[config.mk]
export PLATFORM = sky130hd
export DESIGN_NAME = ip_address_text_classifier
export DESIGN_NICKNAME = d
export VERILOG_FILES = /design/src/hdl/ipc_pkg.sv /design/src/hdl/ip_address_text_classifier.sv
export SDC_FILE = /design/constraint.sdc
export NUM_CORES = 1
export LEC_CHECK = 0
export ABC_CLOCK_PERIOD_IN_PS = 3100
export BUFFER_PORTS_ARGS = -buffer_cell sky130_fd_sc_hd__buf_4
export CAP_MARGIN = 10
export CORE_MARGIN = 2
export CORE_UTILIZATION = 55
export CTS_BUF_LIST = sky130_fd_sc_hd__clkbuf_16
export CTS_CLUSTER_SIZE = 8
export DETAILED_ROUTE_END_ITERATION = 10
export HOLD_SLACK_MARGIN = 0.03
export PLACE_DENSITY = 0.79
export SYNTH_ARGS = -nofsm -noshare
export SYNTH_HDL_FRONTEND = slang
export SYNTH_SLANG_ARGS = --single-unit
export TNS_END_PERCENT = 50
[constraint.sdc]
create_clock -name clk -period 3.1 [get_ports clk]
set_input_delay 0.155 -clock clk [delete_from_list [all_inputs] [get_ports clk]]
set_output_delay 0.155 -clock clk [all_outputs]
set_load 0.1 [all_outputs]
[src/hdl/ipc_pkg.sv]
// ipc_pkg: shared constants, types and character helpers for the ip address text classifier
// used by ip_address_text_classifier and ipc_checker; no dependencies
package ipc_pkg;

  localparam int COUNT_WIDTH = 32;
  localparam int CHAR_WIDTH = 8;
  localparam int COUNT_OUT_WIDTH = 32;
  localparam int OUT_DATA_WIDTH = 3 * COUNT_OUT_WIDTH;
  localparam int CLASS_WIDTH = 2;

  localparam logic [CHAR_WIDTH-1:0] CHAR_DOT = 8'h2E;
  localparam logic [CHAR_WIDTH-1:0] CHAR_COLON = 8'h3A;

  localparam logic [2:0] V4_SEGMENTS = 3'd4;
  localparam logic [2:0] V4_MAX_DIGITS = 3'd3;
  localparam logic [11:0] V4_MAX_VALUE = 12'd255;
  localparam logic [3:0] V6_SEGMENTS = 4'd8;
  localparam logic [2:0] V6_MAX_DIGITS = 3'd4;

  typedef enum logic [CLASS_WIDTH-1:0] {
    CLASS_IPV4    = 2'd0,
    CLASS_IPV6    = 2'd1,
    CLASS_INVALID = 2'd2
  } line_class_t;

  function automatic logic is_dec(input logic [CHAR_WIDTH-1:0] c);
    return c inside {[8'h30:8'h39]};
  endfunction

  function automatic logic is_hex(input logic [CHAR_WIDTH-1:0] c);
    return c inside {[8'h30:8'h39], [8'h41:8'h46], [8'h61:8'h66]};
  endfunction

endpackage

[src/hdl/ip_address_text_classifier.sv]
// ip_address_text_classifier: byte-stream ipv4 / ipv6 line classifier with saturating counters
// depends on ipc_pkg
//
//   channel | dir | tdata                              | tuser          | tlast
//   s_      | in  | [7:0] char_code                    | -              | end_of_line
//   m_      | out | [31:0] ipv4_count, [63:32] ipv6_   | [1:0] line_    | -
//           |     | count, [95:64] invalid_count       | class          |
//
// one byte per cycle; a byte passes the input register, the parsers update in the next cycle
// an end-of-line transaction passes the input register and then loads the result register
// the result register is the only output storage: while a result waits, bytes keep flowing,
// and only a further end-of-line waits in the input register
// rst (synchronous) clears both parsers, the counters and all valid flags
module ip_address_text_classifier #(
  parameter int COUNT_WIDTH = ipc_pkg::COUNT_WIDTH
) (
  input  logic                               clk,
  input  logic                               rst,
  input  logic                               s_tvalid,
  output logic                               s_tready,
  input  logic [ipc_pkg::CHAR_WIDTH-1:0]     s_tdata,   // char_code
  input  logic                               s_tlast,   // end_of_line
  output logic                               m_tvalid,
  input  logic                               m_tready,
  output logic [ipc_pkg::OUT_DATA_WIDTH-1:0] m_tdata,   // ipv4_count, ipv6_count, invalid_count
  output logic [ipc_pkg::CLASS_WIDTH-1:0]    m_tuser    // line_class
);

  localparam int CW = ipc_pkg::COUNT_OUT_WIDTH;
  localparam int EXT_WIDTH = (COUNT_WIDTH > CW) ? COUNT_WIDTH : CW;

  // input register
  logic                           in_valid;
  logic [ipc_pkg::CHAR_WIDTH-1:0] in_char;
  logic                           in_last;

  logic out_free;
  logic in_advance;
  logic fire;

  // parser state
  logic [2:0]  v4_segments, v4_segments_next;
  logic [2:0]  v4_seg_length, v4_seg_length_next;
  logic [7:0]  v4_seg_value, v4_seg_value_next;
  logic        v4_failed, v4_failed_next;
  logic [3:0]  v6_segments, v6_segments_next;
  logic [2:0]  v6_seg_length, v6_seg_length_next;
  logic        v6_failed, v6_failed_next;

  logic [11:0] v4_value_acc;
  logic [2:0]  v4_end_segments;
  logic [3:0]  v6_end_segments;
  logic        is_v4;
  logic        is_v6;

  ipc_pkg::line_class_t line_class, line_class_next;

  logic [COUNT_WIDTH-1:0] ipv4_total, ipv6_total, invalid_total;
  logic [EXT_WIDTH-1:0]   ipv4_ext, ipv6_ext, invalid_ext;

  assign out_free   = !m_tvalid || m_tready;
  assign in_advance = !in_last || out_free;
  assign fire       = in_valid && in_advance;
  assign s_tready   = !in_valid || in_advance;

  always_ff @(posedge clk) begin
    if (rst) begin
      in_valid <= 1'b0;
    end else if (s_tready) begin
      in_valid <= s_tvalid;
    end
  end

  always_ff @(posedge clk) begin
    if (s_tready && s_tvalid) begin
      in_char <= s_tdata;
      in_last <= s_tlast;
    end
  end

  // per-byte parser update
  always_comb begin
    v4_segments_next   = v4_segments;
    v4_seg_length_next = v4_seg_length;
    v4_seg_value_next  = v4_seg_value;
    v4_failed_next     = v4_failed;
    v6_segments_next   = v6_segments;
    v6_seg_length_next = v6_seg_length;
    v6_failed_next     = v6_failed;
    v4_value_acc = {1'b0, v4_seg_value, 3'b000} + {3'b000, v4_seg_value, 1'b0}
                 + {8'd0, in_char[3:0]};

    if (!v4_failed) begin
      if (in_char == ipc_pkg::CHAR_DOT) begin
        if (v4_seg_length == 3'd0) begin
          v4_failed_next = 1'b1;
        end else begin
          v4_segments_next   = v4_segments + 3'd1;
          v4_failed_next     = (v4_segments == ipc_pkg::V4_SEGMENTS);
          v4_seg_length_next = 3'd0;
          v4_seg_value_next  = 8'd0;
        end
      end else if (!ipc_pkg::is_dec(in_char)) begin
        v4_failed_next = 1'b1;
      end else begin
        v4_seg_length_next = v4_seg_length + 3'd1;
        if (v4_seg_length == ipc_pkg::V4_MAX_DIGITS) begin
          v4_failed_next = 1'b1;
        end else begin
          v4_seg_value_next = v4_value_acc[7:0];
          v4_failed_next    = (v4_value_acc > ipc_pkg::V4_MAX_VALUE);
        end
      end
    end

    if (!v6_failed) begin
      if (in_char == ipc_pkg::CHAR_COLON) begin
        if (v6_seg_length == 3'd0) begin
          v6_failed_next = 1'b1;
        end else begin
          v6_segments_next   = v6_segments + 4'd1;
          v6_failed_next     = (v6_segments == ipc_pkg::V6_SEGMENTS);
          v6_seg_length_next = 3'd0;
        end
      end else if (!ipc_pkg::is_hex(in_char)) begin
        v6_failed_next = 1'b1;
      end else begin
        v6_seg_length_next = v6_seg_length + 3'd1;
        v6_failed_next     = (v6_seg_length == ipc_pkg::V6_MAX_DIGITS);
      end
    end
  end

  // end-of-line classification; an open segment counts as the last one
  always_comb begin
    v4_end_segments = v4_segments + {2'b00, (v4_seg_length != 3'd0)};
    v6_end_segments = v6_segments + {3'b000, (v6_seg_length != 3'd0)};
    is_v4 = !v4_failed && (v4_end_segments == ipc_pkg::V4_SEGMENTS);
    is_v6 = !v6_failed && (v6_end_segments == ipc_pkg::V6_SEGMENTS);
    if (is_v4) begin
      line_class_next = ipc_pkg::CLASS_IPV4;
    end else if (is_v6) begin
      line_class_next = ipc_pkg::CLASS_IPV6;
    end else begin
      line_class_next = ipc_pkg::CLASS_INVALID;
    end
  end

  always_ff @(posedge clk) begin
    if (rst) begin
      v4_segments   <= '0;
      v4_seg_length <= '0;
      v4_seg_value  <= '0;
      v4_failed     <= 1'b0;
      v6_segments   <= '0;
      v6_seg_length <= '0;
      v6_failed     <= 1'b0;
    end else if (fire) begin
      if (in_last) begin
        v4_segments   <= '0;
        v4_seg_length <= '0;
        v4_seg_value  <= '0;
        v4_failed     <= 1'b0;
        v6_segments   <= '0;
        v6_seg_length <= '0;
        v6_failed     <= 1'b0;
      end else begin
        v4_segments   <= v4_segments_next;
        v4_seg_length <= v4_seg_length_next;
        v4_seg_value  <= v4_seg_value_next;
        v4_failed     <= v4_failed_next;
        v6_segments   <= v6_segments_next;
        v6_seg_length <= v6_seg_length_next;
        v6_failed     <= v6_failed_next;
      end
    end
  end

  // result register: class plus the saturating counters
  always_ff @(posedge clk) begin
    if (rst) begin
      m_tvalid      <= 1'b0;
      ipv4_total    <= '0;
      ipv6_total    <= '0;
      invalid_total <= '0;
    end else if (fire && in_last) begin
      m_tvalid <= 1'b1;
      case (line_class_next)
        ipc_pkg::CLASS_IPV4: begin
          if (ipv4_total != '1) ipv4_total <= ipv4_total + 1'b1;
        end
        ipc_pkg::CLASS_IPV6: begin
          if (ipv6_total != '1) ipv6_total <= ipv6_total + 1'b1;
        end
        default: begin
          if (invalid_total != '1) invalid_total <= invalid_total + 1'b1;
        end
      endcase
    end else if (m_tready) begin
      m_tvalid <= 1'b0;
    end
  end

  always_ff @(posedge clk) begin
    if (fire && in_last) begin
      line_class <= line_class_next;
    end
  end

  always_comb begin
    ipv4_ext    = '0;
    ipv6_ext    = '0;
    invalid_ext = '0;
    ipv4_ext[COUNT_WIDTH-1:0]    = ipv4_total;
    ipv6_ext[COUNT_WIDTH-1:0]    = ipv6_total;
    invalid_ext[COUNT_WIDTH-1:0] = invalid_total;
  end

  assign m_tdata = {invalid_ext[CW-1:0], ipv6_ext[CW-1:0], ipv4_ext[CW-1:0]};
  assign m_tuser = line_class;

endmodule

==> impl_metrics.ini <==
[status]
status = completed

[route]
routed_wl_mm = 17.6
firstDrtPassIters = 5
drc_violation_count_after_routing = 0
route.detailed.wl_per_inst_um = 15.7
drt-vias-per-instance = 5.94
num_vias = 6684
antenna_violating_nets_post_route = 0
initialDrtViolationCount = 506

[setup_path]
worst_r2r_path_depth = 11
crit-reg2reg-launch = v6_seg_length[0]
critPathLaunchType = flop
crit_start = v6_seg_length[0]
crit_path_end_kind = flop
worstPathArrival_ps = 3150
timing.critical_path.fanout_max = 10
criticalPathCategory = reg -> reg
timing.critical_path.required_ps = 3400

[timing]
timing_worst_slew_pin_value_ps = 577
min_period_over_period_pct = 92.2
post-route-min-period_ps = 2860
number_of_hold_slack_violations_in_the_final_timing_report = 0
sum_neg_setup_slack_ps = 0
grt_setup_unrepaired = no
final-max-slew-violation-count = 0
finalSetupViolations = 0
slew-limit-headroom_pct = 61.3
final.setup.worst_slack_ps = 243
fmax_mhz = 350
fin_skew_ps = 4.92

[pwr]
p_int_mw = 2.85
vdd.ir_drop.worst_mv = 0.343
clock_network_fraction_of_design_power_pct = 47.9
power.share.switching_pct = 22.2
power.combinational.fraction_pct = 4.3
power.density_nw_per_um2 = 422
p_sw_mw = 0.815
seq_power_share_pct = 47.9
p_leak_nw = 3.38

[synth]
top_area_cell_type_share_of_the_netlist_area_pct = 35.0
avgSynthCellArea_um2 = 8.51
syn_inst = 814
synth_largest_area_cell = sky130_fd_sc_hd__dfxtp_1
netlist_top_cells_area = sky130_fd_sc_hd__dfxtp_1, sky130_fd_sc_hd__nor2_1, sky130_fd_sc_hd__ha_1
synth_edf_count = 11
yosysMostFrequentCell = sky130_fd_sc_hd__dfxtp_1
syn_nets = 860
async_flop_share_pct = 0
synthesis.yosys.warnings = 0
count_of_state_elements_after_synthesis = 132
ys_dominant_reg_cell = sky130_fd_sc_hd__dfxtp_1
netlist_top_cells_count = sky130_fd_sc_hd__dfxtp_1, sky130_fd_sc_hd__nor2_1, sky130_fd_sc_hd__nand2_1, sky130_fd_sc_hd__a21oi_1, sky130_fd_sc_hd__nand3_1
synth.lib_cells_used.distinct = 62
cell_area_after_synthesis_um2 = 6920
seq_area_frac_synth_pct = 39.8

[die]
die-height_um = 116
die_w_um = 116
placement_rows = 40
design.core.area_um2 = 12200
floorplan.initialDensity_pct = 56.9
design.die.area_um2 = 13500
ios = 113

[grt]
grt_overflow_total = 0
grt_start_max_net_pins = 132
first_global_vias = 6339
grt_antenna_before_repair = 0
global_routing_usage_summed_across_all_routing_layers_pct = 26.6
first_pass_grt_wire_length_mm = 29.0

[clocking]
tritoncts_clock_tree = done
clock_latency_on_the_worst_skew_pair_ps = 420
worst_setup_hold_path_clk_slew_ps = 50
numClockSinks = 132
tritoncts.num_buffers = 17
clockBufferDepth = 2
clock_tree.htree_level_count = 4
post_cts.repair.setup_buffers = 0
root_buffer = sky130_fd_sc_hd__clkbuf_16

[min_path]
min_delay_path_depth = 4
hold_path_class = in -> reg
timing.hold.worst.start = rst

[cells_and_area]
finalNetCount = 993
finalCoreUtilization_pct = 71.5
synth_to_final_area_change_pct = 25.5
antenna_cells_inserted = 0
post_route_cells_drive_above_1_share_pct = 19.3

[flow_run]
drv.max_cap_violation_count = 0

[place]
gp_congestion = 0.898
place_ws_ps = 88.0
place_hpwl_mm = 12.3
placement.io_buffers = 112
[through the flow]
| stage | instance area [um^2] | power, mW | instances | hold WS (ps) |
|---|---|---|---|---|
| 2_1_floorplan | 6930 | 1.88 | 814 | 254 |
| 3_3_place_gp | 8030 | 1.92 | 1086 | 334 |
| 3_5_place_dp | 8030 | 1.93 | 1086 | 335 |
| 4_1_cts | 8640 | 3.68 | 1126 | 98.8 |
| 5_1_grt | 8690 | 3.79 | 1126 | 122 |
| 6_report | 8690 | 3.67 | 1126 | 111 |
[registers in the layout, indices dropped and copies added, names as in the netlist]
register,count
ipv6_ext,32
ipv4_ext,32
in_char,8
v4_seg_length,3
m_tvalid,1
m_tuser,2
v6_failed,1
v6_seg_length,3
v4_seg_value,8
in_valid,1
v4_segments,3
v4_failed,1
in_last,1
invalid_ext,32
v6_segments,4
[final cells by class]
type | count | area [um^2]
inverter | 27 | 101
multi-input combinational | 625 | 4000
tap | 168 | 210
clock buffer | 17 | 425
clock inverter | 13 | 80.1
fill | 947 | 3470
sequential | 132 | 2760
timing repair buffer | 144 | 1120
[worst paths after layout]
| kind | to | slack (ps) |
|---|---|---|
| worst max-delay path | ipv6_ext[25] | 240 |
| worst min-delay path | v4_failed | 110 |
| worst max register to register | ipv6_ext[25] | 240 |
| worst min register to register | v4_seg_value[6] | 480 |
[power groups by stage]
stage / clock, mW / combinational (mW) / sequential (mW)
after CTS: 1.77 / 0.153 / 1.75
after detailed placement: 0 / 0.141 / 1.79
final: 1.76 / 0.156 / 1.76
after global routing: 1.86 / 0.173 / 1.76
after global placement: 0 / 0.135 / 1.79
after floorplan: 0 / 0.0865 / 1.80
[what timing repair did]
action | in CTS | in global routing
hold buffers | 10 | 0
endpoints found under the hold margin | 10 | 0
setup endpoints to repair | 0 | 26
resized for setup | 0 | 11
[layout by cell type (no fill, tap or decap), drive strengths merged, types with 21 or more instances in the layout]
cell / instances
buf: 134
dfxtp: 121
nor2: 109
nand2: 54
a21oi: 51
nand3: 48
nand4: 38
xor2: 33
inv: 31
ha: 31
o21ai: 26
xnor2: 23
or3: 22
nor4: 21
[worst max-delay path, stage by stage, from the launching register on]
cell and delay, ps:
sky130_fd_sc_hd__dfxtp_2 330, sky130_fd_sc_hd__inv_1 50, sky130_fd_sc_hd__ha_1 160, sky130_fd_sc_hd__nand2b_1 80, sky130_fd_sc_hd__ha_1 210, sky130_fd_sc_hd__ha_1 290, sky130_fd_sc_hd__nor3_2 120, sky130_fd_sc_hd__and4bb_2 270
sky130_fd_sc_hd__a21oi_4 80, sky130_fd_sc_hd__or4_4 610, sky130_fd_sc_hd__nor3_1 180, sky130_fd_sc_hd__mux2_1 350
[kinds of logic (layout without fill, tap and decap cells)]
family	after synthesis	count (layout)	share of synthesized area, %
buffers and inverters	57	201	3.31
multiplexers	13	13	2.04
AND/OR/NAND/NOR	397	397	30.6
XOR/XNOR	56	56	7.08
adder cells (fa/ha/maj)	33	33	6.18
AO/OA/AOI/OAI	126	126	11.0
flip-flops	132	132	39.8
[metal layers]
layer	GRT usage (%)	up-vias	routed length (um)
met1	31.6	3207	7510
met3	7.01	39	965
li1	-	3242	-
met2	45.2	196	8780
met4	12.0	0	369
met5	0	-	0
No activity file was read; power rests on OpenSTA's default activity.
